--- src/hdl/scra_pkg.sv ---
`timescale 1ns / 1ps

package scra_pkg;

  // Sizing of the allocator
  localparam int NUM_CLASSES       = 38;
  localparam int SLOTS_PER_BLOCK   = 16;
  localparam int BLOCK_BYTES       = 4096;
  localparam int BLOCK_STORE_DEPTH = 256;

  // Field widths
  localparam int OFF_W  = 56;
  localparam int SIZE_W = 43;
  localparam int REC_W  = 64;
  localparam int CLS_W  = 6;
  localparam int RCLS_W = REC_W - OFF_W;

  // Derived index widths
  localparam int CLS_AW  = $clog2(NUM_CLASSES);
  localparam int SLOT_W  = $clog2(SLOTS_PER_BLOCK);
  localparam int BLK_AW  = $clog2(BLOCK_STORE_DEPTH);
  localparam int BLK_W   = BLK_AW + 1;
  localparam int SLOT_AW = BLK_AW + SLOT_W;

  localparam logic [BLK_W-1:0] NO_BLOCK        = BLK_W'(BLOCK_STORE_DEPTH);
  localparam logic [OFF_W-1:0] START_RESET     = OFF_W'(4096);
  localparam logic [OFF_W-1:0] MIN_CLASS_BYTES = OFF_W'(32);

  typedef enum logic [1:0] {
    CMD_ALLOC  = 2'd0,
    CMD_FREE   = 2'd1,
    CMD_RESIZE = 2'd2,
    CMD_NONE   = 2'd3
  } command_e;

  typedef enum logic [1:0] {
    ST_OK        = 2'd0,
    ST_TOO_LARGE = 2'd1,
    ST_EXHAUSTED = 2'd2
  } status_e;

  typedef struct packed {
    logic [1:0]        command;
    logic [SIZE_W-1:0] req_size;
    logic [REC_W-1:0]  record_in;
  } in_item_t;

  typedef struct packed {
    logic [1:0]       status;
    logic [REC_W-1:0] record_out;
    logic [OFF_W-1:0] place_offset;
    logic [CLS_W-1:0] size_class;
  } out_item_t;

  // Commands from the controller to the datapath
  typedef struct packed {
    logic capture;
    logic rd_head;
    logic alloc_sel;
    logic latch_head;
    logic latch_mask;
    logic set_slot_free;
    logic new_blk;
    logic rd_spare;
    logic latch_spare;
    logic link;
    logic put;
    logic rd_slot;
    logic take;
    logic retire;
    logic bump;
    logic res_zero;
    logic res_too_large;
    logic res_keep;
    logic res_exhaust;
    logic res_alloc;
  } dp_cmd_t;

  // Status from the datapath to the controller
  typedef struct packed {
    logic [1:0] command;
    logic       fit;
    logic       bad_cls;
    logic       same_cls;
    logic       head_valid;
    logic       has_empty;
    logic       has_full;
    logic       keep_head;
    logic       avail;
    logic       spare_valid;
  } dp_sts_t;

endpackage

--- src/hdl/scra_ctrl.sv ---
`timescale 1ns / 1ps

module scra_ctrl (
  input  logic              clk_i,
  input  logic              rst_ni,
  input  logic              in_valid_i,
  output logic              in_stall_o,
  output logic              out_valid_o,
  input  logic              out_stall_i,
  input  scra_pkg::dp_sts_t sts_i,
  output scra_pkg::dp_cmd_t cmd_o
);

  typedef enum logic [23:0] {
    S_IDLE   = 24'd1 << 0,
    S_CHECK  = 24'd1 << 1,
    S_F_RH   = 24'd1 << 2,
    S_F_LH   = 24'd1 << 3,
    S_F_RM   = 24'd1 << 4,
    S_F_LM   = 24'd1 << 5,
    S_F_SCAN = 24'd1 << 6,
    S_F_NEW  = 24'd1 << 7,
    S_F_SPR  = 24'd1 << 8,
    S_F_SPL  = 24'd1 << 9,
    S_F_NB   = 24'd1 << 10,
    S_F_LINK = 24'd1 << 11,
    S_F_PUT  = 24'd1 << 12,
    S_A_RH   = 24'd1 << 13,
    S_A_LH   = 24'd1 << 14,
    S_A_RM   = 24'd1 << 15,
    S_A_LM   = 24'd1 << 16,
    S_A_SCAN = 24'd1 << 17,
    S_A_RD   = 24'd1 << 18,
    S_A_RET  = 24'd1 << 19,
    S_A_RETL = 24'd1 << 20,
    S_A_BUMP = 24'd1 << 21,
    S_A_RES  = 24'd1 << 22,
    S_OUT    = 24'd1 << 23
  } state_e;

  state_e state_q, state_d;
  logic   bump_q, bump_d;

  always_ff @(posedge clk_i or negedge rst_ni) begin
    if (!rst_ni) begin
      state_q <= S_IDLE;
      bump_q  <= 1'b0;
    end else begin
      state_q <= state_d;
      bump_q  <= bump_d;
    end
  end

  assign in_stall_o  = state_q != S_IDLE;
  assign out_valid_o = state_q == S_OUT;

  // Sequencer: a free phase, an allocation phase, or both for a resize, then the result transaction.
  always_comb begin
    state_d = state_q;
    bump_d  = bump_q;
    cmd_o   = '0;
    unique case (state_q)
      S_IDLE: begin
        cmd_o.capture = in_valid_i;
        if (in_valid_i) begin
          state_d = S_CHECK;
        end
      end
      S_CHECK: begin
        unique case (scra_pkg::command_e'(sts_i.command))
          scra_pkg::CMD_ALLOC: begin
            if (sts_i.fit) begin
              state_d = S_A_RH;
            end else begin
              cmd_o.res_too_large = 1'b1;
              state_d = S_OUT;
            end
          end
          scra_pkg::CMD_FREE: begin
            if (sts_i.bad_cls) begin
              cmd_o.res_too_large = 1'b1;
              state_d = S_OUT;
            end else begin
              state_d = S_F_RH;
            end
          end
          scra_pkg::CMD_RESIZE: begin
            if (sts_i.bad_cls || !sts_i.fit) begin
              cmd_o.res_too_large = 1'b1;
              state_d = S_OUT;
            end else if (sts_i.same_cls) begin
              cmd_o.res_keep = 1'b1;
              state_d = S_OUT;
            end else begin
              state_d = S_F_RH;
            end
          end
          default: begin
            cmd_o.res_zero = 1'b1;
            state_d = S_OUT;
          end
        endcase
      end
      S_F_RH: begin
        cmd_o.rd_head = 1'b1;
        state_d = S_F_LH;
      end
      S_F_LH: begin
        cmd_o.latch_head = 1'b1;
        state_d = S_F_RM;
      end
      S_F_RM: begin
        if (sts_i.head_valid) begin
          state_d = S_F_LM;
        end else begin
          state_d = S_F_NEW;
        end
      end
      S_F_LM: begin
        cmd_o.latch_mask = 1'b1;
        state_d = S_F_SCAN;
      end
      S_F_SCAN: begin
        if (sts_i.has_empty) begin
          cmd_o.set_slot_free = 1'b1;
          state_d = S_F_PUT;
        end else begin
          state_d = S_F_NEW;
        end
      end
      S_F_NEW: begin
        if (!sts_i.avail) begin
          cmd_o.res_exhaust = 1'b1;
          state_d = S_OUT;
        end else if (sts_i.spare_valid) begin
          state_d = S_F_SPR;
        end else begin
          state_d = S_F_NB;
        end
      end
      S_F_SPR: begin
        cmd_o.rd_spare = 1'b1;
        state_d = S_F_SPL;
      end
      S_F_SPL: begin
        cmd_o.latch_spare = 1'b1;
        state_d = S_F_LINK;
      end
      S_F_NB: begin
        cmd_o.new_blk = 1'b1;
        state_d = S_F_LINK;
      end
      S_F_LINK: begin
        cmd_o.link = 1'b1;
        state_d = S_F_PUT;
      end
      S_F_PUT: begin
        cmd_o.put = 1'b1;
        if (scra_pkg::command_e'(sts_i.command) == scra_pkg::CMD_RESIZE) begin
          state_d = S_A_RH;
        end else begin
          cmd_o.res_keep = 1'b1;
          state_d = S_OUT;
        end
      end
      S_A_RH: begin
        cmd_o.rd_head   = 1'b1;
        cmd_o.alloc_sel = 1'b1;
        state_d = S_A_LH;
      end
      S_A_LH: begin
        cmd_o.latch_head = 1'b1;
        state_d = S_A_RM;
      end
      S_A_RM: begin
        if (sts_i.head_valid) begin
          state_d = S_A_LM;
        end else begin
          state_d = S_A_BUMP;
        end
      end
      S_A_LM: begin
        cmd_o.latch_mask = 1'b1;
        state_d = S_A_SCAN;
      end
      S_A_SCAN: begin
        if (sts_i.has_full) begin
          cmd_o.rd_slot = 1'b1;
          state_d = S_A_RD;
        end else begin
          // Head block holds nothing: retire it and take fresh space.
          bump_d  = 1'b1;
          state_d = S_A_RET;
        end
      end
      S_A_RD: begin
        cmd_o.take = 1'b1;
        if (sts_i.keep_head) begin
          state_d = S_A_RES;
        end else begin
          bump_d  = 1'b0;
          state_d = S_A_RET;
        end
      end
      S_A_RET: begin
        // The link table read of the head block completes here.
        state_d = S_A_RETL;
      end
      S_A_RETL: begin
        cmd_o.retire = 1'b1;
        state_d = bump_q ? S_A_BUMP : S_A_RES;
      end
      S_A_BUMP: begin
        cmd_o.bump = 1'b1;
        state_d = S_A_RES;
      end
      S_A_RES: begin
        cmd_o.res_alloc = 1'b1;
        state_d = S_OUT;
      end
      S_OUT: begin
        if (!out_stall_i) begin
          state_d = S_IDLE;
        end
      end
      default: begin
        state_d = S_IDLE;
      end
    endcase
  end

endmodule

--- config.mk ---
export PLATFORM = sky130hd
export DESIGN_NAME = scra_ctrl
export DESIGN_NICKNAME = d
export VERILOG_FILES = /design/src/hdl/scra_pkg.sv /design/src/hdl/scra_ctrl.sv
export SDC_FILE = /design/constraint.sdc
export NUM_CORES = 1
export LEC_CHECK = 0
export ABC_AREA = 1
export BUFFER_PORTS_ARGS = -buffer_cell sky130_fd_sc_hd__buf_4
export CAP_MARGIN = 25
export CORE_MARGIN = 2
export CORE_UTILIZATION = 58
export DETAILED_ROUTE_END_ITERATION = 10
export GPL_TIMING_DRIVEN = 0
export PLACE_DENSITY = 0.84
export SYNTH_ARGS = -nofsm -noshare
export SYNTH_HDL_FRONTEND = slang
export SYNTH_SLANG_ARGS = --single-unit
--- constraint.sdc ---
create_clock -name clk_i -period 4.05 [get_ports clk_i]
set_clock_uncertainty 0.1 [all_clocks]
set_input_delay 0.405 -clock clk_i [delete_from_list [all_inputs] [get_ports clk_i]]
set_output_delay 0.405 -clock clk_i [all_outputs]
set_load 0.005 [all_outputs]
==> flow_metrics.env <==
export IMPL_clk_transition_reported_paths_ns=0.14
export IMPL_syn_to_final_growth_pct=20.0
export IMPL_syn_area_per_cell_sq_um=7.05
export IMPL_detail_route_wirelength_um=3940
export IMPL_critical_path_reg2reg_endpoint="state_q[16]$_DFFE_PN0P_"
export IMPL_critPathArrivalTime_ns=1.99
export IMPL_vertical_die_dimension_um=58.6
export IMPL_critPathLaunch="state_q[16]$_DFFE_PN0P_"
export IMPL_ys_types=26
export IMPL_post_synth_xor_area_fraction_pct=0
export IMPL_synth_top_cell_area_share_pct=34.8
export IMPL_timing_slew_headroom_pct=70.1
export IMPL_netlist_top_cell_by_area="dfrtp_1"
export IMPL_leakage_nw=1.24
export IMPL_routedWlPerCell_um=12.4
export IMPL_postSynth_topFlopCell="dfrtp_1"
export IMPL_via_count_of_the_first_global_routing_pass=1480
export IMPL_synth_top_cells_by_area="dfrtp_1 35%, nor2_1 12%, inv_1 10%"
export IMPL_status="complete, but fails checks"
export IMPL_antenna_cells_inserted=0
export IMPL_synth_top_family_by_area="simple AND/OR/NAND/NOR gates"
export IMPL_maxcap_viol_count=0
export IMPL_worstPathRequired_ns=3.54
export IMPL_syn_area_sq_um=1730
export IMPL_pwr_density_cell_nw_per_um2=331
export IMPL_layout_core_utilization_pct=73.9
export IMPL_worst_hold_path_type="in -> reg"
export IMPL_start_kind="register"
export IMPL_port_buffer_count=36
export IMPL_post_cts_setup_buffers=0
export IMPL_syn_nets=260
export IMPL_tritoncts="built"
export IMPL_routed_via_count=1668
export IMPL_synth_sequential_area_ratio_pct=36.3
export IMPL_setup_total_negative_slack_ns=0
export IMPL_end_kind="output port"
export IMPL_timing_worst_setup_path_type="reg -> out"
export IMPL_routabilityCongestion=0.854
export IMPL_synth_fa_ha_area_share_pct=0
export IMPL_clk_insertion_delay_late_ns=0.32
export IMPL_hold_path_end="state_q[10]$_DFFE_PN0P_"
export IMPL_std_cell_rows=19
export IMPL_finalCriticalPeriod_ns=2.49
export IMPL_drive_gt1_share_pct=25.9
export IMPL_irDropWorstVdd_mv=0.236
export IMPL_number_of_nets_in_the_layout=302
export IMPL_initial_standard_cell_utilization_of_the_core_pct=61.6
export IMPL_final_period_utilization_pct=61.5
export IMPL_synth_mux_area_share_pct=0
export IMPL_cts_root_buffer="clkbuf_4"
export IMPL_ctsHtreeMaxLevel=1
export IMPL_setup_repair_after_global_routing_missed_its_margin="false"
export IMPL_worstPathCellList="nor2_2, nand2_2, nor2_8, nand2_4, or2_4, o22ai_1, buf_4"
export IMPL_fp_dieArea_sq_um=3430
export IMPL_grt_first_pass_wirelength_um=6250
export IMPL_layout_filler_cells=236
export IMPL_yosysMostFrequentCell="nor2_1"
export IMPL_hold_violations=0
export IMPL_synthesis_instances=245
export IMPL_async_flop_share_pct=100
export IMPL_hold_critical_path_depth=2
export IMPL_drt_first_iter_violations=67
export IMPL_route_detailed_vias_per_inst=5.26
export IMPL_final_design_area_no_fill_sq_um=2070
export IMPL_cts_resizes=0
export IMPL_grt_total_usage_pct=23.9
export IMPL_grt_max_degree=26
export IMPL_placement_cell_area_sq_um=2040
export IMPL_post_dp_hpwl_um=3130
export IMPL_io_pin_count=37
export IMPL_ant_nets=0
export IMPL_remaining_drc_errors=3
export IMPL_synthTopCellsByCount="56 x nor2_1, 46 x inv_1, 34 x nand2_1, 24 x dfrtp_1, 20 x nand3_1"
export IMPL_number_of_detailed_route_iterations_in_the_first_pass=7
export IMPL_core_area_sq_um=2810
export IMPL_synth_seq_cells=25
export IMPL_setup_violations=0
export IMPL_number_of_flops_mapped_to_enable_cells_by_yosys=0
export IMPL_reg2reg_depth=8
export IMPL_reg2reg_setup_slack_ns=2.20
export IMPL_cts_buffers_inserted=3
export IMPL_chipWidth_um=58.6
export IMPL_min_delay_start="sts_i[0]"
export IMPL_yosys_warnings=0
export IMPL_cpMaxStageDelayCell="dfrtp_1"
export IMPL_synth_compound_gate_area_share_pct=6.73
export IMPL_critical_path_max_fanout=8
export IMPL_total_power_mw=0.687
export IMPL_violations="design-rule violations"
export IMPL_worst_slew_pin_slew_ns=0.445
export IMPL_reg2reg_from="state_q[15]$_DFFE_PN0P_"
export IMPL_slew_viol_final=0
export IMPL_highest_clock_rate_mhz=401
export IMPL_critical_path_max_stage_delay_ns=0.43
export IMPL_grt_antenna_before_repair=0
export IMPL_clock_path_buffers=2
export IMPL_global_route_overflow_total=0
export IMPL_synth_simple_gate_area_share_pct=46.1
export IMPL_clkSinkCount=25
## cell families after synthesis
logic type      after synthesis
flops                        25
compound gates               18
buf+inv                      50
simple gates                152
## registers in the layout, summed over array words and instances (netlist names)
signal and flops:
state_q 24, bump_q 1
## cell type report
class / count / area (sq um) / share of cell area, %
multi-input combinational: 170 / 913 / 44.1
sequential: 25 / 627 / 30.2
timing repair buffer: 37 / 280 / 13.5
inverter: 50 / 188 / 9.05
tap: 31 / 38.8 / 1.87
clock buffer: 4 / 26.3 / 1.27
## power by group
part | internal (mW) | leakage, nW | switching (mW) | total, mW
clock | 0.0386 | 0.0150 | 0.0781 | 0.117
sequential | 0.267 | 0.341 | 0.0112 | 0.278
combinational | 0.0978 | 0.883 | 0.194 | 0.292
## worst max-delay path: cells and delay by family (launching register included)
family                 cells  cell delay, ns
AND/OR/NAND/NOR            5            0.98
flip-flops                 1            0.43
buffers and inverters      1            0.14
AO/OA/AOI/OAI              1            0.12
## metal layers
layer  GRT usage [%]  share of wire [%]  up-vias  routed length, um
li1                -                  -      850                  -
met1            31.9                 46      767               1820
met2            41.1                 48       45               1890
met3            2.42                4.7        6                184
met4            7.14                1.1        0                 43
met5               0                  0        -                  0
## metrics by stage
step | hold WS [ns] | setup slack [ns] | std cells
final | 0.118 | 1.56 | 317
after global placement | 0.228 | 1.96 | 312
after CTS | 0.123 | 1.56 | 317
after floorplan | 0.00941 | 2.21 | 245
after detailed placement | 0.229 | 1.93 | 312
after global routing | 0.117 | 1.46 | 317
## repair_timing
| action | CTS | global route |
|---|---|---|
| endpoints found under the setup margin | 0 | 0 |
| endpoints found under the hold margin | 24 | 0 |
| hold buffers | 1 | 0 |
## cell usage in the layout, fill, tap and decap left out, types with 4 or more instances in the layout
cell / count
nor2_1: 56
inv_1: 46
buf_4: 36
nand2_1: 34
dfrtp_1: 24
nand3_1: 20
nor2_2: 10
nand4_1: 7
nand2_2: 6
o22ai_1: 5
a21oi_1: 5
inv_2: 4
nor2_4: 4
## how the worst max path moves through the flow
stage	to
2_1_floorplan	cmd_o[2]
3_3_place_gp	cmd_o[2]
3_5_place_dp	cmd_o[2]
4_1_cts	cmd_o[2]
5_1_grt	cmd_o[2]
6_report	cmd_o[2]
Power figures use the tool's default switching activity.
